## src/sv/awsg_div_pipe.sv

```systemverilog
// Pipelined restoring divider, one quotient bit per register stage.
// Depends on nothing but the clock enable handed down by the top level.
module awsg_div_pipe #(
  parameter int unsigned DW = 12,
  parameter int unsigned QB = 27
) (
  input  logic             clk_i,
  input  logic             en_i,
  input  logic [QB+DW-1:0] num_i,
  input  logic [DW-1:0]    den_i,
  output logic [QB-1:0]    quot_o,
  output logic [DW-1:0]    rem_o
);

  logic [DW-1:0] rem_q  [QB];
  logic [QB-1:0] low_q  [QB];
  logic [QB-1:0] quot_q [QB];
  logic [DW-1:0] den_q  [QB];

  logic [DW-1:0] rem_in  [QB];
  logic [QB-1:0] low_in  [QB];
  logic [QB-1:0] quot_in [QB];
  logic [DW-1:0] den_in  [QB];
  logic [DW:0]   trial   [QB];
  logic          ge      [QB];
  logic [DW-1:0] rem_d   [QB];
  logic [QB-1:0] low_d   [QB];
  logic [QB-1:0] quot_d  [QB];

  // The upper part of the numerator is below the divisor, so it seeds the remainder.
  always_comb begin
    rem_in[0]  = num_i[QB+DW-1:QB];
    low_in[0]  = num_i[QB-1:0];
    quot_in[0] = '0;
    den_in[0]  = den_i;
    for (int i = 1; i < QB; i++) begin
      rem_in[i]  = rem_q[i-1];
      low_in[i]  = low_q[i-1];
      quot_in[i] = quot_q[i-1];
      den_in[i]  = den_q[i-1];
    end
    for (int i = 0; i < QB; i++) begin
      trial[i]  = {rem_in[i], low_in[i][QB-1]};
      ge[i]     = trial[i] >= {1'b0, den_in[i]};
      rem_d[i]  = ge[i] ? DW'(trial[i] - {1'b0, den_in[i]}) : DW'(trial[i]);
      low_d[i]  = low_in[i] << 1;
      quot_d[i] = {quot_in[i][QB-2:0], ge[i]};
    end
  end

  always_ff @(posedge clk_i) begin
    if (en_i) begin
      for (int i = 0; i < QB; i++) begin
        rem_q[i]  <= rem_d[i];
        low_q[i]  <= low_d[i];
        quot_q[i] <= quot_d[i];
        den_q[i]  <= den_in[i];
      end
    end
  end

  assign quot_o = quot_q[QB-1];
  assign rem_o  = rem_q[QB-1];

endmodule

```

## config.mk

```make
export PLATFORM = sky130hd
export DESIGN_NAME = awsg_div_pipe
export DESIGN_NICKNAME = d
export VERILOG_FILES = /design/src/sv/awsg_div_pipe.sv
export SDC_FILE = /design/constraint.sdc
export NUM_CORES = 2
export LEC_CHECK = 0
export BUFFER_PORTS_ARGS = -buffer_cell sky130_fd_sc_hd__buf_4
export CORE_ASPECT_RATIO = 0.7
export CORE_MARGIN = 1.5
export CORE_UTILIZATION = 40
export CTS_BUF_LIST = sky130_fd_sc_hd__clkbuf_4 sky130_fd_sc_hd__clkbuf_8 sky130_fd_sc_hd__clkbuf_16
export DETAILED_ROUTE_END_ITERATION = 8
export HOLD_SLACK_MARGIN = 0.12
export PLACE_DENSITY_LB_ADDON = 0.15
export SLEW_MARGIN = 30
export SYNTH_ARGS = -nofsm -noshare
export SYNTH_HDL_FRONTEND = slang
export SYNTH_SLANG_ARGS = --single-unit
export TNS_END_PERCENT = 10
```

## constraint.sdc

```tcl
create_clock -name clk_i -period 4.1 [get_ports clk_i]
set_input_delay 0.205 -clock clk_i [delete_from_list [all_inputs] [get_ports clk_i]]
set_output_delay 0.205 -clock clk_i [all_outputs]
set_load 0.05 [all_outputs]
```

After elaboration in Yosys (flattened, before gate mapping)

Memory sizes are Yosys's and may differ from the RTL's.
Index checks and enable logic that the tools add are counted.

Register bits: 0
Memory bits (writable): 2,079
Input port bits: 53
Output and inout bits: 39
Memories: 4

Memory list:

| memory | depth | width | rd ports | clocked after Yosys merged registers in | write ports | line | RTL |
|---|---|---|---|---|---|---|---|
| quot_q | 27    | 27    | 27       | 0                                       | 27          | 17   | `logic [QB-1:0] quot_q [QB];` |
| low_q  | 27    | 26    | 26       | 0                                       | 27          | 16   | `logic [QB-1:0] low_q [QB];` |
| den_q  | 27    | 12    | 26       | 0                                       | 27          | 18   | `logic [DW-1:0] den_q [QB];` |
| rem_q  | 27    | 12    | 27       | 0                                       | 27          | 15   | `logic [DW-1:0] rem_q [QB];` |

Add/subtract/negate cells: 27
Magnitude comparators: 27
Muxes and demuxes: 29

Operators by type and width:

| cell             | count |
|---|---|
| $ge A13 B12 Y1   | 27 |
| $mux W12         | 27 |
| $sub A12 B12 Y12 | 27 |
| $mux W1          | 2 |

Longest topological paths before layout

An unclocked memory read counts as a cell.

Word-level depth: 3
Gate-level depth with buffers: 9

Least setup slack after synthesis

Ideal clock, no wire load.

Kind: flip-flop to flip-flop
Start point: mem den_q[11][1], in the netlist den_q[0][133]
End point: mem rem_q[12][7], in the netlist rem_q[0][151], data pin
Setup time: 260 ps
Arrival time: 2,053 ps
Setup slack: 1,788 ps
Cell stages (with the launch flop): 10
Buffers on the path: 1
Cells stage by stage: edfxtp_1 > inv_1 > ha_1 > nor2b_1 > o31a_1 > o21ai_2 > a311oi_2 > nor2_2 > buf_6 > mux2_2

RTL lines:

| element         | line |
|---|---|
| start, declared | 18 |
| end, declared   | 15 |

==> run_results.csv <==
group,metric,value,unit
status,outcome,"complete, no violations",
cts,cts_root_buf,"clkbuf_16",
timing,setup_ws,0.9418,ns
cts,clk_latency,0.78,ns
setup_path,max_stage_delay,0.64,ns
synth,synth_top_family_by_area,"compound AO/OA/AOI/OAI gates",
cts,cts_resized,0,
timing,hold_violations,0,
place,gp_congestion,0.8158,
timing,worst_hold_slack,0.2054,ns
global_route,overflow,0,
min_path,hold_path.class,"in -> reg",
place,dp_hpwl,69.96,mm
global_route,grt_pass1_vias,31080,
setup_path,critPathSlowestCell,"nor2_2",
die,die_y,328.9,µm
flow_run,maxCapViolCount,0,
synth,synth-simple-area-share,0.05057,
timing,max_freq,316.6,MHz
routing,totalWireLength,103.6,mm
cts,cts_tree,"yes",
layout,drive_above_1_share,0.1561,
cts,cts_sinks,1365,
global_route,antenna_found_initial,1,
routing,drtIter0Drc,2297,
routing,wl_per_cell,15.93,µm
synth,synthXorXnorAreaFrac,0.03088,
setup_path,crit_buf_inv,3,
layout,regArea,40990,µm²
synth,syn_inst,4039,
die,fp.dieW,468.6,µm
cts,max-clock-path-buffers,3,
setup_path,criticalPathCategory,"in -> reg",
die,io_pins,92,
die,rows,119,
timing,rsz0062_at_grt,"no",
setup_path,crit_fanout,13,
routing,postRouteAntennaNets,0,
synth,synth_compound_area_frac,0.07697,
synth,muxShareOfSynthArea,0.05883,
setup_path,cp-end-kind,"register",
synth,avgSynthCellArea,15.03,µm²
setup_path,critPathTopFamily,"buffers and inverters",
synth,ys_types,47,
place,dp_slack,1.162,ns
global_route,grt_pass1_wl,168.6,mm
layout,multi_input_area,17780,µm²
synth,synth_top_area_frac,0.6753,
synth,synth_nets,4443,
cts,cts.clk_slew.worst_paths,0.06,ns
synth,synth.cell_area,60700,µm²
die,start_util,0.4032,
routing,vias_per_cell,4.884,
synth,ys_warn_count,0,
timing,fin_worst_skew,0.05095,ns
timing,post-route-period-util,0.7703,
global_route,grt_use_total,0.1355,
layout,syn_to_final_growth,15.27,%
synth,synth.largest_area_cell,"edfxtp_1",
power,p_leak,0.02656,µW
cts,cts_max_level,4,
timing,final_max_slew_viol_count,0,
timing,setup_viol,0,
synth,synthTopCellsByArea,"edfxtp_1 (68%), ha_1 (6.7%), mux2_2 (4.4%), inv_1 (2.7%), xor2_1 (2.3%)",
timing,max_slew_margin,0.3776,
setup_path,crit_arrival,3.68,ns
routing,post-route-drc-count,0,
synth,yosysSeqAreaShare,0.6753,
layout,fillers,13170,
timing,min_period,3.158,ns
timing,setup_tns,0,ns
power,pwr_density_cell,698.4,nW/µm²
power,ir_worst_vdd,0.0003619,V
setup_path,crit_chain,"dlygate4sd3_1, buf_4, ha_1, a21oi_1, nor2_1, a211oi_1, o21ai_0, nor2_2, mux2_2, dlygate4sd3_1",
setup_path,timing.critical_path.mode_cell,"dlygate4sd3_1",
synth,async_flop_share,0,
synth,synth_edf_count,1365,
synth,yosys.area_share.adder,0.07570,
layout,fin_nets,4804,
routing,drt_pass1_iterations,5,
setup_path,start_kind,"primary input",
synth,ys_ff_latch,1365,
global_route,grt_max_degree,150,
die,core_area,150500,µm²
cts,cts_buffers,142,
setup_path,cp.required,4.63,ns
place,portBuffers,91,
timing,worst_pin_slew,0.9334,ns
die,die_area,154100,µm²
routing,num_vias,31780,
synth,ys.flop_type,"edfxtp_1",
[timing repair]
| item | in CTS | in global routing |
|---|---|---|
| buffers inserted | 0 | 0 |
| endpoints found under the hold margin | 89 | 0 |
| hold buffers | 101 | 0 |
[flip-flops by register name, summed over array words and instances (netlist names)]
register	flops
rem_q	324
quot_q	378
den_q	312
low_q	351
[cell families (layout without fill, tap and decap cells)]
| kind of cell | Yosys count | in the layout |
|---|---|---|
| buffers and inverters | 459 | 931 |
| other | 0 | 1 |
| multiplexers | 319 | 319 |
| AND/OR/NAND/NOR | 675 | 675 |
| XOR/XNOR | 214 | 214 |
| adder cells (fa/ha/maj) | 351 | 351 |
| AO/OA/AOI/OAI | 656 | 656 |
| flip-flops | 1365 | 1365 |
[power breakdown]
group	switching (µW)	internal, µW
sequential	1170	18900
clock	5540	7470
combinational	8260	7530
[area by class of cell]
class,instances,area share
diodes,1,0.00003577
multi-input cells,2215,0.2541
well taps,1996,0.03569
flip-flops and latches,1365,0.5858
inverters,432,0.02318
repair buffers,244,0.03269
clock buffers,172,0.05426
clock inverters,83,0.01416
[path summary, 6_finish.rpt]
check / startpoint / endpoint / slack, ns / cells after the start
worst max-delay path: num_i[32] / rem_q[0][9] / 0.94 / 10
worst min-delay path: num_i[15] / low_q[0][15] / 0.21 / 2
worst min register to register: low_q[0][82] / low_q[0][109] / 0.38 / 0
worst max register to register: rem_q[0][41] / rem_q[0][52] / 1.14 / 7
[cell usage after synthesis (all sizes together), types with 55 or more instances]
cell / count
o21ai: 143
o21a: 131
xnor2: 56
ha: 324
a21oi: 137
mux2: 266
nand3: 55
inv: 432
nor2b: 58
xor2: 158
nand2: 156
nor2: 280
nor3: 56
edfxtp: 1365
[metal layers]
| layer | share of wire | global-route usage | vias to the layer above |
|---|---|---|---|
| met5 | 0 | 0 | - |
| met4 | 0.021 | 0.03982 | 0 |
| met3 | 0.041 | 0.02934 | 183 |
| met2 | 0.41 | 0.1887 | 499 |
| met1 | 0.53 | 0.2098 | 15260 |
| li1 | - | - | 15840 |
[stage by stage]
stage	utilization	total power (µW)	cell area (µm²)	cells
global route	0.4648	52040	69970	6508
finish	0.4648	48860	69970	6508
CTS	0.4646	49460	69940	6506
floorplan	-	32610	60700	4039
detailed placement	0.4261	35960	64140	6150
global placement	0.4261	35810	64140	6150
[placed cells by master (no fill, tap or decap), drive strengths merged, types with 143 or more instances in the layout]
master  Yosys  final
xor2      158    158
ha        324    324
buf        27    143
o21ai     143    143
clkbuf      0    172
mux2      266    266
nor2      280    280
edfxtp   1365   1365
nand2     156    156
inv       432    436
Power figures use the tool's default switching activity.
