**config.mk**
```make
export PLATFORM = sky130hd
export DESIGN_NAME = awsg_delay
export DESIGN_NICKNAME = d
export VERILOG_FILES = /design/src/sv/awsg_delay.sv
export SDC_FILE = /design/constraint.sdc
export NUM_CORES = 1
export LEC_CHECK = 0
export ABC_AREA = 1
export BUFFER_PORTS_ARGS = -buffer_cell sky130_fd_sc_hd__buf_2
export CORE_MARGIN = 10
export CORE_UTILIZATION = 45
export DETAILED_ROUTE_END_ITERATION = 10
export PLACE_DENSITY = 0.63
export SYNTH_ARGS = -nofsm -noshare
export SYNTH_HDL_FRONTEND = slang
export SYNTH_SLANG_ARGS = --single-unit
```
**constraint.sdc**
```tcl
create_clock -name clk_i -period 1.35 [get_ports clk_i]
set_clock_uncertainty 0.1 [all_clocks]
set_input_delay 0.2025 -clock clk_i [delete_from_list [all_inputs] [get_ports clk_i]]
set_output_delay 0.2025 -clock clk_i [all_outputs]
set_load 0.02 [all_outputs]
```
**src/sv/awsg_delay.sv**
```systemverilog
// Enabled shift line that carries control and side data alongside the dividers.
// No dependencies.
module awsg_delay #(
  parameter int unsigned W     = 8,
  parameter int unsigned DEPTH = 4
) (
  input  logic         clk_i,
  input  logic         rst_ni,
  input  logic         en_i,
  input  logic [W-1:0] d_i,
  output logic [W-1:0] q_o
);

  logic [W-1:0] line_q [DEPTH];

  always_ff @(posedge clk_i or negedge rst_ni) begin
    if (!rst_ni) begin
      for (int i = 0; i < DEPTH; i++) line_q[i] <= '0;
    end else if (en_i) begin
      line_q[0] <= d_i;
      for (int i = 1; i < DEPTH; i++) line_q[i] <= line_q[i-1];
    end
  end

  assign q_o = line_q[DEPTH-1];

endmodule

```
### Word-level counts from Yosys, hierarchy flattened

Cells that the tools add are included.

* word-level logic and storage cells: 4
* register bits: 32
* input bits: 11
* output and inout bits: 8

### Logic depth before layout (Yosys ltp)

Gate-level depths: netlist of the first run.

* depth after elaboration: 0
* gate-level depth with buffers: 5
* depth with buffers taken out: 3

### Worst setup path after synthesis of the first run

OpenSTA, ideal clock, no wires.

* path kind: register -> output
* start: reg line_q, in the netlist q_o[2]
* end: out q_o[2]
* setup slack: 0.532 ns
* stages on the path, launching flop included: 2
* arrival: 0.516 ns
* path buffers: 1
* cells stage by stage: dfrtp_1 > buf_4

RTL lines
* start: declaration: RTL line 14 `logic [W-1:0] line_q [DEPTH];`
* end: declaration: RTL line 11 `output logic [W-1:0] q_o`

No word-level cell between the ends.

### Worst setup path in the final report of the first run

* start: reg line_q, in the netlist q_o[3]
* end: out q_o[3]

No word-level cell between the ends.

==> results.ini, run 1 <==
[synth]
ys_types=8
synth-seq-cells=32
synth_edf_count=0
yosysMostFrequentCell=nand2_1
syn_area_um2=1360
synth_cells=144
syn_avg_cell_area_um2=9.41
synth-async-reset-ratio=1.00
seq_area_frac_synth=0.591
synth_common_cells=nand2_1, dfrtp_1, nand2_2, buf_4
synth_warnings=0
yosys.area.top_type=dfrtp_1
synthesis.nets=155
synth.area.top_cells=dfrtp_1, nand2_1, nand2_2
synth_ff_type=dfrtp_1
yosysTopAreaCellShare=0.591

[power]
p_switching_mw=0.534
power_density_nw_per_um2=1380
p_clk_frac=0.331
comb_power_share=0.132
power.total_mw=2.10
seq_power_share=0.537
intPower_mw=1.57
ir_worst_vdd_mv=0.656
leakagePower_nw=0.859
switching_share=0.254

[placement]
gp_congestion=0.715
place_ws_ns=0.386
dp_hpwl_mm=1.34
io_buffer_count=18

[detailed_routing]
drc_errors=0
avgRoutedWirePerCell_um=10.7
ant_nets=0
first_pass_iters=4
viasPerCell=4.54
vias=894
finalWirelength_mm=2.10
first_iter_violations=63

[flow_run]
cap_violations=0

[layout]
layout-drive-gt1-share=0.235
syn2layout_area_growth_pct=12.4
finish.utilization=0.538
antenna_cells=0
nets=176

[global_route]
grt.overflow.total=0
grt_max_degree=33
grtUsageTotal=0.0874
antenna_found_initial=0
grt_pass1_wl_mm=3.69
grt_pass1_vias=866

[critical_path]
start_kind=flop
slowest_delay_ns=0.40
critical_path.top_delay_family=flip-flops
crit_slowest_cell=dfrtp_1
path_class=reg2out
crit_path_end_kind=output port
crit_arrival_ns=0.89
rrSetupSlack_ns=0.63
crit_buf_inv=1
critPathMaxFanout=2
cp.required_ns=1.05
crit_chain=buf_2

[clocking]
post_cts_buffers=0
cts.path.max_buffers=2
numCtsBuffers=5
cts.clk_slew.worst_paths_ns=0.10
clock_latency_ns=0.32
cts_tree=done
clkSinkCount=32
root_buffer=clkbuf_4
cts_max_level=2

[floorplan]
die_area_um2=5610
die_w_um=74.9
rows=19
dieHeight_um=74.9
floorplan.initialDensity=0.479
core_um2=2830
io_pins=19

[timing]
fin_crit_ns=1.19
finalCritPeriodShare=0.884
fin_ws_ns=0.157
maxSlewHeadroom=0.741
worst_pin_slew_ns=0.389
rsz0062_at_grt=no
hold_viol=0
slew_viol_final=0
tns_ns=0
max_clock_freq_mhz=838
setup_viol=0
timing.hold.ws_ns=0.124

[min_path]
hold_class=in2reg

[status]
status=complete, no violations

-- worst reg2reg max path: stages (launching register included) --
cell     delay [ns]
dfrtp_1        0.40
nand2_1        0.07
nand2_1        0.06
-- sequential cells by signal, indices dropped and copies added (netlist names) --
name / flops
line_q: 24
q_o: 8
-- layout make-up --
class	count	area (um^2)
clock inverter	2	35.0
tap	31	38.8
multi-input combinational	96	388
clock buffer	6	41.3
inverter	1	11.3
timing repair buffer	29	208
sequential	32	801
fill	276	1310
-- timing repair --
item,CTS,global route
endpoints found under the setup margin,0,0
endpoints found under the hold margin,40,0
gates resized for setup,0,0
hold buffers,9,0
-- per-stage QoR --
stage	cells	instance area (um^2)
floorplan	144	1360
global placement	180	1360
detailed placement	180	1360
CTS	197	1520
global route	197	1520
finish	197	1520
-- layout by cell type, fill, tap and decap left out, drive strengths merged --
cell type and count:
dfrtp 32, inv 1, clkbuf 6, dlygate4sd3 9, clkinv 1, buf 20, bufinv 1, nand2 96
-- per-layer routing --
layer / global-route usage / up-vias / routed length, um
met5: 0 / - / 0
met4: 0.0693 / 0 / 50
met3: 0.0420 / 5 / 166
met2: 0.126 / 22 / 888
met1: 0.0970 / 406 / 995
li1: - / 461 / -
-- cell families (layout without fill, tap and decap cells) --
kind of cell  count (synthesis)  in the layout  synth area share
buf+inv                      16             38             0.123
simple gates                 96             96             0.286
flops                        32             32             0.591
-- worst paths after layout --
check                                               to  cells after the start                    from
worst max-delay path                            q_o[3]                      1      q_o[3]$_DFFE_PN0P_
worst min-delay path            line_q[13]$_DFFE_PN0P_                      3                    en_i
worst max register to register  line_q[10]$_DFFE_PN0P_                      2  line_q[18]$_DFFE_PN0P_
worst min register to register  line_q[11]$_DFFE_PN0P_                      2  line_q[11]$_DFFE_PN0P_
max in group asynchronous       line_q[11]$_DFFE_PN0P_                      3                  rst_ni
min in group asynchronous           q_o[3]$_DFFE_PN0P_                      3                  rst_ni
-- power groups by stage --
| stage | clock network (mW) | logic (mW) | registers (mW) |
|---|---|---|---|
| 3_3_place_gp | 0 | 0.257 | 1.15 |
| 6_report | 0.695 | 0.277 | 1.13 |
| 2_1_floorplan | 0 | 0.241 | 1.14 |
| 3_5_place_dp | 0 | 0.264 | 1.15 |
| 4_1_cts | 0.716 | 0.285 | 1.13 |
| 5_1_grt | 0.756 | 0.322 | 1.15 |
No activity file was read; power rests on OpenSTA's default activity.
==> run 2: changes to the inputs <==
--- a/config.mk
+++ b/config.mk
@@ -11,6 +11,7 @@
 export CORE_UTILIZATION = 45
 export DETAILED_ROUTE_END_ITERATION = 10
 export PLACE_DENSITY = 0.63
+export REMOVE_ABC_BUFFERS = 1
 export SYNTH_ARGS = -nofsm -noshare
 export SYNTH_HDL_FRONTEND = slang
 export SYNTH_SLANG_ARGS = --single-unit
==> results.ini, run 2 (synthesis gave the netlist of run 1 again) <==
[status]
status=complete, no violations

[detailed_routing]
viasPerCell=4.48  ; -1.2%
drc_errors=0  ; unchanged
first_iter_violations=72  ; +14%
ant_nets=0  ; unchanged
first_pass_iters=4  ; unchanged
avgRoutedWirePerCell_um=10.4  ; -2.2%
vias=883  ; -1.2%
finalWirelength_mm=2.06  ; -2.2%

[min_path]
hold_class=in2reg
hp-start=en_i
whs_path_depth=3  ; unchanged

[global_route]
antenna_found_initial=0  ; unchanged
grt_pass1_vias=866  ; unchanged
grtUsageTotal=0.0854  ; -0.00198
grt_pass1_wl_mm=3.77  ; +2.1%
grt.overflow.total=0  ; unchanged
grt_max_degree=33  ; unchanged

[timing]
setup_viol=0  ; unchanged
max_clock_freq_mhz=841  ; +0.37%
fin_crit_ns=1.19  ; -0.00442 ns
maxSlewHeadroom=0.743  ; +0.00222
finalCritPeriodShare=0.880  ; -0.00327
hold_viol=0  ; unchanged
worst_pin_slew_ns=0.385  ; -0.00333 ns
slew_viol_final=0  ; unchanged
tns_ns=0  ; unchanged
rsz0062_at_grt=no

[power]
power.total_mw=1.96  ; -6.6%
leakagePower_nw=0.854  ; -0.59%
ir_worst_vdd_mv=0.712  ; +8.5%
power_density_nw_per_um2=1290  ; -6.3%

[clocking]
clkSinkCount=32  ; unchanged
root_buffer=clkbuf_4
clock_latency_ns=0.32  ; about the same
cts.path.max_buffers=2  ; unchanged
cts_max_level=2  ; unchanged
cts_tree=done
cts_resized=0  ; unchanged
numCtsBuffers=5  ; unchanged
hold_buffers=9  ; unchanged
post_cts_buffers=0  ; unchanged
cts.clk_slew.worst_paths_ns=0.09  ; about the same

[critical_path]
cp.required_ns=1.05  ; about the same
crit_path_end_kind=output port
crit_arrival_ns=0.89  ; about the same
r2r-start=line_q[15]$_DFFE_PN0P_
rr_worst_depth=2  ; unchanged
critical_path.top_delay_family=flip-flops
crit_chain=buf_2
cp-startpoint=q_o[4]$_DFFE_PN0P_
slowest_delay_ns=0.40  ; about the same
worst_r2r_endpoint=line_q[15]$_DFFE_PN0P_
start_kind=flop
crit_end=q_o[4]
crit_slowest_cell=dfrtp_1
crit_buf_inv=1  ; unchanged
critPathMaxFanout=2  ; unchanged
cp.depth=1  ; unchanged
rrSetupSlack_ns=0.63  ; about the same
path_class=reg2out

[placement]
dp_hpwl_mm=1.33  ; -0.65%
io_buffer_count=18  ; unchanged
gp_congestion=0.676  ; -5.5%

[floorplan]
rows=19  ; unchanged
io_pins=19  ; unchanged
dieHeight_um=74.9  ; unchanged
die_area_um2=5610  ; unchanged
die_w_um=74.9  ; unchanged
floorplan.initialDensity=0.479  ; unchanged
core_um2=2830  ; unchanged

[layout]
syn2layout_area_growth_pct=12.0
layout-drive-gt1-share=0.229  ; -0.00602
antenna_cells=0  ; unchanged
mostFrequentLayoutCells=nand2_1, dfrtp_1, buf_2
largest_register_ff_count=24  ; unchanged
top_register=line_q
layout_commonest_cell=nand2_1
nets=176  ; unchanged
finish.utilization=0.536  ; -0.00177

[flow_run]
cap_violations=0  ; unchanged

[run 2: changes by cell type in the layout (fill, tap and decap cells not counted)]
cell,previous run,this run
bufinv_16,1,0
buf_12,1,2
clkbuf_1,1,2
clkbuf_8,0,1
clkinv_2,1,0
buf_4,1,0
[run 2: per-layer routing]
metal / routed length (um) / global-route usage
met1: 967 / 0.103
met5: 0 / 0
met4: 32 / 0.0315
met2: 914 / 0.126
met3: 140 / 0.0460
[run 2: area by class of cell]
class / count / area (um^2)
inverters: 1 / 11.3
multi-input cells: 96 / 388
clock buffers: 8 / 58.8
repair buffers: 29 / 220
flip-flops and latches: 32 / 801
fillers: 271 / 1310
well taps: 31 / 38.8
[run 2: power breakdown]
group	internal (mW)	switching, mW
clock	0.257	0.297
combinational	0.115	0.165
sequential	1.07	0.0615
total	1.44	0.523
[run 2: stage by stage]
stage,hold WS [ns],instance area (um^2),worst slack (ns),cells
global route,0.117,1520,0.108,197
CTS,0.114,1520,0.141,197
floorplan,-0.193,1200,0.568,129
global placement,0.0380,1370,0.429,180
detailed placement,0.0446,1370,0.393,180
finish,0.131,1520,0.162,197
[run 2: worst min-delay path by stage]
stage | slack (ns) | end
finish | 0.13 | line_q[24]$_DFFE_PN0P_
CTS | 0.11 | line_q[24]$_DFFE_PN0P_
floorplan | -0.19 | line_q[10]$_DFFE_PN0P_
global route | 0.12 | line_q[24]$_DFFE_PN0P_
detailed placement | 0.04 | line_q[23]$_DFFE_PN0P_
global placement | 0.04 | line_q[31]$_DFFE_PN0P_
