File: config.mk
export PLATFORM = sky130hd
export DESIGN_NAME = awsg_out_fifo
export DESIGN_NICKNAME = d
export VERILOG_FILES = /design/src/sv/awsg_pkg.sv /design/src/sv/awsg_out_fifo.sv
export SDC_FILE = /design/constraint.sdc
export NUM_CORES = 1
export LEC_CHECK = 0
export BUFFER_PORTS_ARGS = -buffer_cell sky130_fd_sc_hd__buf_2
export CORE_UTILIZATION = 30
export CTS_CLUSTER_DIAMETER = 60
export CTS_CLUSTER_SIZE = 40
export DETAILED_ROUTE_END_ITERATION = 6
export SLEW_MARGIN = 20
export SYNTH_ARGS = -nofsm -noshare
export SYNTH_HDL_FRONTEND = slang
export SYNTH_SLANG_ARGS = --single-unit
File: constraint.sdc
create_clock -name clk_i -period 6.15 [get_ports clk_i]
set_input_delay 1.23 -clock clk_i [delete_from_list [all_inputs] [get_ports clk_i]]
set_output_delay 1.23 -clock clk_i [all_outputs]
set_load 0.005 [all_outputs]
File: src/sv/awsg_pkg.sv
// Shared types, widths and helpers of the annulus wedge span generator.
// No dependencies; the ROM, the output buffer, the top level and the testbench import this package.
package awsg_pkg;

  localparam int unsigned DEF_TABLE_POINTS = 1024;

  localparam int unsigned ROW_W   = 9;
  localparam int unsigned RAD_W   = 12;
  localparam int unsigned RAY_W   = 16;
  localparam int unsigned A_W     = 12;
  localparam int unsigned FRAC_W  = 16;
  localparam int unsigned ROM_W   = 17;
  localparam int unsigned PROD_W  = 27;
  localparam int unsigned RAY_QB  = 27;
  localparam int unsigned BOUND_W = 28;
  localparam int unsigned HW_W    = 12;
  localparam int unsigned XS_W    = 18;
  localparam int unsigned SROW_W  = 14;
  localparam int unsigned SPW_W   = 14;
  localparam int unsigned CFG_W   = 12;

  localparam int unsigned APB_AW = 3;
  localparam int unsigned APB_DW = 32;

  // Register select taken from address bit 2.
  localparam logic REG_CENTER_X = 1'b0;
  localparam logic REG_CENTER_Y = 1'b1;

  localparam int unsigned FIFO_DEPTH = 4;
  localparam int unsigned FIFO_PTR_W = 2;
  localparam int unsigned FIFO_CNT_W = 3;

  typedef struct packed {
    logic signed [XS_W-1:0]   x_start;
    logic signed [SROW_W-1:0] screen_row;
    logic [SPW_W-1:0]         span_width;
    logic                     last;
  } span_t;

  typedef struct packed {
    logic neg;    // floored quotient is negative
    logic upper;  // bound limits x from above
    logic szero;  // sine is zero, no bound
    logic rejz;   // zero sine rejects the row
  } ray_side_t;

  typedef struct packed {
    logic signed [ROW_W-1:0] y;
    logic [RAD_W-1:0]        rin;
    logic [RAD_W-1:0]        rout;
    logic                    zout;
    logic                    zin;
    logic                    inner;
    logic                    wedge;
    ray_side_t               r1;
    ray_side_t               r2;
  } side_t;

  function automatic logic [RAY_W-1:0] mag16(logic signed [RAY_W-1:0] v);
    return v[RAY_W-1] ? RAY_W'(-v) : RAY_W'(v);
  endfunction

endpackage

File: src/sv/awsg_out_fifo.sv
// Four-entry span buffer: takes up to two spans a cycle, hands out one.
// Depends on awsg_pkg for the span type and depth constants.
module awsg_out_fifo (
  input  logic            clk_i,
  input  logic            rst_ni,
  input  logic            push0_i,
  input  logic            push1_i,
  input  awsg_pkg::span_t span0_i,
  input  awsg_pkg::span_t span1_i,
  input  logic            pop_i,
  output logic            valid_o,
  output awsg_pkg::span_t head_o,
  output logic            room_o
);
  import awsg_pkg::*;

  span_t                 mem_q [FIFO_DEPTH];
  logic [FIFO_PTR_W-1:0] wr_q, wr_d, rd_q, rd_d;
  logic [FIFO_CNT_W-1:0] cnt_q, cnt_d;
  logic                  pop;

  assign pop = pop_i && (cnt_q != '0);

  always_comb begin
    wr_d  = wr_q + FIFO_PTR_W'(push0_i) + FIFO_PTR_W'(push1_i);
    rd_d  = rd_q + FIFO_PTR_W'(pop);
    cnt_d = cnt_q + FIFO_CNT_W'(push0_i) + FIFO_CNT_W'(push1_i) - FIFO_CNT_W'(pop);
  end

  always_ff @(posedge clk_i or negedge rst_ni) begin
    if (!rst_ni) begin
      wr_q  <= '0;
      rd_q  <= '0;
      cnt_q <= '0;
    end else begin
      wr_q  <= wr_d;
      rd_q  <= rd_d;
      cnt_q <= cnt_d;
    end
  end

  always_ff @(posedge clk_i) begin
    if (push0_i) mem_q[wr_q] <= span0_i;
    if (push1_i) mem_q[wr_q + FIFO_PTR_W'(1)] <= span1_i;
  end

  assign valid_o = cnt_q != '0;
  assign head_o  = mem_q[rd_q];
  // Room for a whole request's spans, whatever leaves this cycle.
  assign room_o  = cnt_q <= FIFO_CNT_W'(FIFO_DEPTH - 2);

endmodule

== Word level (Yosys, flattened, before mapping) ==
Memory sizes are Yosys's and may differ from the RTL's.
Index checks and enable logic that the tools add are counted.
W data, S select, Z words.
Storage, ports and cells
  flip-flop bits (word level): 7
  RAM bits: 188
  input bits: 99
  output and inout bits: 49
  memories: 1
Memory list
  mem_q: depth 4, bits a word 47, rd ports 1, clocked after memory_dff 0, wr ports 2, line awsg_out_fifo.sv:17  | span_t mem_q [FIFO_DEPTH];
Operators by class
  $add $sub $neg: 7
  $lt $le $gt $ge: 1
  mux-type cells: 4
  reduce and logical (&&, ||, !) cells: 2
Operators with widths (number)
  $add A2 B1 Y2: 3
  $add A3 B1 Y3: 2
  $mux W1: 4
  $le A3 B2 Y1 const B: 1
  $reduce_bool A3 Y1: 1
  $sub A3 B1 Y3: 1
  $add A2 B1 Y2 const B: 1
  $logic_and A1 B1 Y1: 1

== Longest topological paths before layout ==
Gate-level depths: netlist (run 1).
  depth after elaboration: 3
  depth in mapped cells: 7

== Worst setup path before layout (run 1) ==
Ideal clock, no wire load.
  kind: input-to-reg
  from: input push0_i
  to: memory mem_q[2][0] in the netlist's numbering, enable pin
  arrival: 4.615 ns
  required time: 5.633 ns
  path slack: 1.018 ns
  stages on the path: 2
  cell sequence: nand2b_1 > o21ai_0
RTL lines
  start, declared: line awsg_out_fifo.sv:6  | input logic push0_i,
  end, declared: line awsg_out_fifo.sv:17

==> results of run 1 <==
[cells by family after synthesis]
kind of cell,Yosys count,share of synthesized area
DFF,195,0.6091
xor gates and xnor gates,3,0.002750
adders and majority gates,6,0.01021
buffers and inverters,37,0.02475
and+or+nand+nor,10,0.006547
AOI/OAI and AO/OA,3,0.001834
muxes,236,0.3448
[worst paths after layout]
kind / to / slack (ns) / cells past startpoint
worst max-delay path: head_o[30] / 2.64 / 3
worst min-delay path: cnt_q[0]$_DFF_PN0_ / 0.60 / 1
worst max register to register: mem_q[0][26]$_DFFE_PP_ / 3.47 / 3
worst min register to register: cnt_q[0]$_DFF_PN0_ / 0.60 / 1
max in group asynchronous: rd_q[0]$_DFF_PN0_ / 5.34 / 1
min in group asynchronous: cnt_q[2]$_DFF_PN0_ / 0.62 / 1
[cell usage after synthesis (3+ instances only)]
master      n  area share
mux2_2     90        0.11
ha_1        3      0.0039
buf_2      12      0.0063
inv_1       6      0.0024
mux4_2     47        0.11
nor2_1      3      0.0012
mux2_4     29       0.046
buf_4      12      0.0094
edfxtp_1  188        0.59
mux2_1     69       0.081
fa_1        3      0.0063
dfrtp_1     7       0.018
buf_6       5      0.0059
[cells in the final DEF (no fill, tap or decap), types with 3 or more instances in the layout]
cell type,n
buf_2,147
buf_4,10
clkbuf_16,17
clkinvlp_4,4
dfrtp_1,5
edfxtp_1,188
fa_1,3
ha_1,3
inv_1,6
inv_6,4
mux2_1,69
mux2_2,90
mux2_4,29
mux4_2,47
[worst max-delay path, stage by stage (launching register included)]
cell and delay [ns]:
dfrtp_2 0.75, buf_4 0.53, mux4_2 0.40, buf_2 0.15
[sequential cells by signal, indices dropped and copies added, names as in the netlist]
| name | cells |
|---|---|
| cnt_q | 3 |
| mem_q | 188 |
| rd_q | 2 |
| wr_q | 2 |
[cell type report]
type                            instances  area (um2)
Antenna cell                            1       2.502
Clock buffer                           17       425.4
Clock inverter                         15       170.2
Fill cell                            2935       19660
Inverter                                6       22.52
Multi-Input combinational cell        258        3555
Sequential cell                       195        5826
Tap cell                              396       495.5
Timing Repair Buffer                  158       838.3
[metal layers]
layer,vias to the layer above,share of wire
met5,-,0.0013
met4,4,0.010
met3,19,0.041
met2,110,0.48
met1,2576,0.46
li1,2281,-
[per-stage QoR]
stage / hold WS [ns] / instance area (um2) / instances / setup slack, ns
3_3_place_gp: 0.5919 / 10710 / 1012 / 2.742
4_1_cts: 0.6043 / 11300 / 1044 / 2.438
6_report: 0.5950 / 11330 / 1046 / 2.635
3_5_place_dp: 0.5787 / 10710 / 1012 / 2.694
5_1_grt: 0.6072 / 11330 / 1046 / 2.503
2_1_floorplan: 0.4962 / 9555 / 490 / 1.018
[report_power, final]
part           leakage, nW  switching [W]  total [W]  internal (W)
sequential            1.84       0.000196    0.00221       0.00202
combinational         1.99       0.000888    0.00181      0.000918
clock                0.281       0.000541    0.00115      0.000611
==> reports/qor.log, run 1 <==
[grt] vias in the first global route 5,509
[layout] layout cell share with drive strength beyond 1 0.5609
[detailed_routing] WL/cell 20.16 um
[layout] synthesis-to-finish area growth 18.62%
[clock_network] H-tree levels 4
[synthesis] post-synth cell types 25
[timing] count of final setup violators 0
[synthesis] number of synthesized flops with an enable pin 188
[placed_design] routability congestion estimate from global placement 0.6619
[grt] maximum number of pins on one net before global-route repair 49
[setup_path] start of the worst register-to-register path wr_q[1]$_DFF_PN0_
[setup_path] Critical Path RT 4.92 ns
[die] number of I/O pins 148
[grt] final global-route overflow total 0
[detailed_routing] Vias/cell 4.771
[min_path] startpoint of the worst hold path cnt_q[0]$_DFF_PN0_
[grt] global-route wire length before repair 32,440 um
[setup_path] class of the most critical setup path register to output port
[synthesis] syn avg cell area 19.50 um2
[clock_network] number of resized instances in the post-cts repair step 0
[timing] Final Max Slew Viols 0
[die] Std-Cell Core Area 0.03099 mm2
[min_path] worst min path class register to register
[clock_network] CTS Root Buffer Type clkbuf_16
[clock_network] clk_lat worst skew 0.44 ns
[clock_network] TritonCTS Buffers 17
[die] die area 0.03257 mm2
[pwr] VDD IR-drop max 0.2861 mV
[timing] normalized max-slew margin 0.3952
[die] Initial Util 0.3083
[synthesis] gate count of the mapped netlist 490
[clock_network] Post-CTS Repair Setup Buffers 0
[clock_network] Clock Path Buffers 2
[grt] routing usage on met3 0.03335
[setup_path] startpoint type of the worst setup path register
[synthesis] number of synthesized register bits 195
[flow_run] max-cap violations 0
[pwr] PnR Total Power 0.005173 W
[timing] Max Clock Freq 0.2845 GHz
[setup_path] WP data arrival 2.28 ns
[synthesis] synthesized net count 595
[layout] final core utilization 0.3658
[setup_path] Crit. End Element output port
[clock_network] clock tree from TritonCTS done
[detailed_routing] DRT antenna net count 0
[layout] Total Nets Final 741
[placed_design] half-perimeter wire length after detailed placement 12,740 um
[setup_path] maximum fanout along the worst path 28
[pwr] leakage power summed over all cells 4.111 nW
[detailed_routing] violation count after the first detailed-route iteration 250
[synthesis] Seq/Total Area, Yosys 0.6091
[timing] period utilization 0.5715
[clock_network] number of clock sinks 195
[synthesis] dominant synthesized flop cell edfxtp_1
[synthesis] post-synthesis instance area 0.009555 mm2
[detailed_routing] number of optimization iterations in the first detailed-route pass 4
[timing] Final Hold Violating Endpoints 0
[die] number of placement rows 64
[die] die height 180.5 um
[timing] Final Skew 0.01140 ns
[run_status] status completed
[grt] highest-utilization routing layer at the global route stage met2
[grt] met2 GRT Util 0.2157
[timing] Final Critical Period 3.515 ns
[grt] total routing usage reported by global routing 0.1337
[timing] Slew @ Worst Pin 0.9072 ns
[grt] M1 GR Usage 0.1786
[synthesis] Synthesis Warnings 0
[clock_network] post-cts hold buffer count 0
[timing] setup repair after global routing missed its margin false
[clock_network] clock input transition at the sequential cells of the worst setup and hold paths 0.07 ns
[die] floorplan die width 180.5 um
[grt] antenna violations before repair 3
[detailed_routing] vias 4,990
[placed_design] input/output buffers 147
[detailed_routing] total routed wirelength 21,090 um
[setup_path] worst setup path start rd_q[1]$_DFF_PN0_
[detailed_routing] DRC violations left 0
[pwr] power per cell area 456.4 mW/mm2
[synthesis] FFs w/ async S/R, synth 0.03590
[timing] Sum Neg Setup Slack 0 ns
No activity file was read; power rests on OpenSTA's default activity.
==> inputs of run 2 (changes only) <==
==> constraint.sdc (replaced) <==
create_clock -name clk_i -period 3.5 [get_ports clk_i]
set_input_delay 0.7 -clock clk_i [delete_from_list [all_inputs] [get_ports clk_i]]
set_output_delay 0.7 -clock clk_i [all_outputs]
set_load 0.005 [all_outputs]
==> run 2 against run 1 <==
Sequential share of layout area decreased by 0.26 points. Utilization increased by 0.19 points. Die area unchanged. Critical path depth unchanged.
==> reports/qor.log, run 2 (synthesis gave the netlist of run 1 again) <==
[run_status] status completed
[placed_design] half-perimeter wire length after detailed placement 13,340 um [+4.7%]
[grt] final global-route overflow total 0 [unchanged]
[setup_path] slowest stage cell on the critical path dfrtp_4
[layout] fillers 2,908 [-0.92%]
[setup_path] reg2reg setup slack 1.14 ns [-2.33 ns]
[clock_network] Post-CTS Repair Setup Buffers 0 [unchanged]
[timing] setup repair after global routing missed its margin false
[setup_path] class of the most critical setup path register to output port
[detailed_routing] vias 5,051 [+1.2%]
[pwr] power per cell area 799.4 mW/mm2 [+75%]
[timing] Max Clock Freq 0.3355 GHz
[clock_network] clock input transition at the sequential cells of the worst setup and hold paths 0.08 ns [about the same]
[setup_path] Critical Path RT 2.80 ns [-2.12 ns]
[layout] layout cell share with drive strength beyond 1 0.5596 [-0.001230]
[grt] maximum number of pins on one net before global-route repair 48 [-2.0%]
[setup_path] buffers plus inverters on the worst setup path 2 [unchanged]
[flow_run] max-cap violations 0 [unchanged]
[die] die height 180.5 um [unchanged]
[setup_path] start of the worst register-to-register path cnt_q[0]$_DFF_PN0_
[pwr] VDD IR-drop max 0.4561 mV [+59%]
[die] floorplan die width 180.5 um [unchanged]
[die] number of I/O pins 148 [unchanged]
[detailed_routing] WL/cell 20.17 um [about the same]
[clock_network] number of resized instances in the post-cts repair step 0 [unchanged]
[die] Std-Cell Core Area 0.03099 mm2 [unchanged]
[clock_network] H-tree levels 4 [unchanged]
[timing] Slew @ Worst Pin 0.8018 ns [-0.1053 ns]
[clock_network] number of clock sinks 195 [unchanged]
[timing] Final Critical Period 2.981 ns
[setup_path] worst r2r path cells 7 [+4]
[clock_network] Clock Path Buffers 2 [unchanged]
[clock_network] clk_lat worst skew 0.43 ns [about the same]
[placed_design] Placed Area 0.01080 mm2 [+0.89%]
[layout] Total Nets Final 746 [+0.67%]
[layout] post-layout instance area 0.01139 mm2 [+0.51%]
[timing] normalized max-slew margin 0.4634 [+0.06821]
[die] die area 0.03257 mm2 [unchanged]
[timing] Sum Neg Setup Slack 0 ns [unchanged]
[detailed_routing] Vias/cell 4.797 [+0.55%]
[die] number of placement rows 64 [unchanged]
[layout] synthesis-to-finish area growth 19.22%
[timing] count of final setup violators 0 [unchanged]
[layout] Largest Register mem_q
[timing] Final Skew 0.01269 ns [+0.001299 ns]
[clock_network] CTS Root Buffer Type clkbuf_16
[placed_design] worst slack at placement 0.9199 ns [-1.774 ns]
[setup_path] maximum fanout along the worst path 28 [unchanged]
[timing] Final Hold Violating Endpoints 0 [unchanged]
[die] Initial Util 0.3083 [unchanged]
[setup_path] startpoint type of the worst setup path register
[detailed_routing] DRC violations left 0 [unchanged]
[placed_design] input/output buffers 147 [unchanged]
[setup_path] gate family responsible for the most delay along the worst path flip-flops
[setup_path] Crit. End Element output port
[layout] final core utilization 0.3676 [+0.001857]
[detailed_routing] total routed wirelength 21,240 um [+0.72%]
[layout] biggest registers after layout mem_q (188), cnt_q (3)
[grt] vias in the first global route 5,512 [+0.054%]
[grt] antenna violations before repair 5 [+2]
[grt] global-route wire length before repair 32,640 um [+0.62%]
[detailed_routing] number of optimization iterations in the first detailed-route pass 4 [unchanged]
[pwr] leakage power summed over all cells 4.141 nW [+0.72%]
[placed_design] routability congestion estimate from global placement 0.6919 [+4.5%]
[detailed_routing] violation count after the first detailed-route iteration 270 [+8.0%]
[clock_network] TritonCTS Buffers 17 [unchanged]
[timing] Final Max Slew Viols 0 [unchanged]
[setup_path] worst path cell trace buf_12, mux4_2, buf_2
[grt] total routing usage reported by global routing 0.1345 [+0.0007923]
[layout] fin cells 1,053 [+0.67%]
[min_path] worst min path class primary input to asynchronous set/reset pin
[layout] commonest cells after routing, fill and taps aside edfxtp_1 (188), buf_2 (147), mux2_2 (90)
[setup_path] endpoint of the lowest-slack register-to-register path cnt_q[2]$_DFF_PN0_
[clock_network] post-cts hold buffer count 0 [unchanged]
[placed_design] # placed instances 1,018 [+0.59%]
[setup_path] WP data arrival 2.28 ns [about the same]
[setup_path] highest cell delay on the worst timing path 0.83 ns [+0.08 ns]
[timing] period utilization 0.8516
[timing] Setup WS post-layout 0.5193 ns [-2.116 ns]
[clock_network] clock tree from TritonCTS done
[layout] commonest non-fill, non-tap cell in the layout edfxtp_1
[detailed_routing] DRT antenna net count 0 [unchanged]
[layout] Largest register FFs 188 [unchanged]
-- run 2: area by class of cell --
cell class | count | area [um2] | share of cell area
Tap cell | 396 | 495.5 | 0.04349
Timing Repair Buffer | 163 | 905.9 | 0.07952
Inverter | 6 | 22.52 | 0.001977
Clock inverter | 14 | 151.4 | 0.01329
Antenna cell | 3 | 7.507 | 0.0006590
Sequential cell | 195 | 5826 | 0.5114
Multi-Input combinational cell | 258 | 3555 | 0.3120
Clock buffer | 18 | 429.2 | 0.03767
-- run 2: worst max path at each step --
stage                       from                     to  slack, ns  depth (start not counted)
2_1_floorplan            push0_i  mem_q[2][0]$_DFFE_PP_      -1.10                          2
6_report       rd_q[0]$_DFF_PN0_              head_o[2]       0.52                          3
5_1_grt        rd_q[0]$_DFF_PN0_             head_o[27]       0.35                          3
3_5_place_dp   rd_q[0]$_DFF_PN0_             head_o[46]       0.92                          3
4_1_cts        rd_q[0]$_DFF_PN0_             head_o[46]       0.44                          3
3_3_place_gp   rd_q[0]$_DFF_PN0_              head_o[2]       0.92                          3
-- run 2: per-stage QoR --
step | hold slack, ns | power [W]
6_report | 0.09185 | 0.009107
5_1_grt | 0.07390 | 0.009602
4_1_cts | 0.07377 | 0.009289
3_5_place_dp | 0.5546 | 0.007287
3_3_place_gp | 0.5536 | 0.007254
2_1_floorplan | 0.4044 | 0.006010
-- run 2: report_power, final --
part,leakage [nW],switching (W),internal (W)
logic,2.02,0.00156,0.00165
registers,1.84,0.000367,0.00354
clock network,0.279,0.000923,0.00107
total,4.14,0.00285,0.00626
-- run 2: routing by layer --
layer | share of wire | wire length [um] | track usage
met1 | 0.47 | 9886 | 0.1775
met2 | 0.48 | 10150 | 0.2178
met3 | 0.045 | 954 | 0.03436
met4 | 0.0098 | 208 | 0.03863
met5 | 0.0021 | 45 | 0
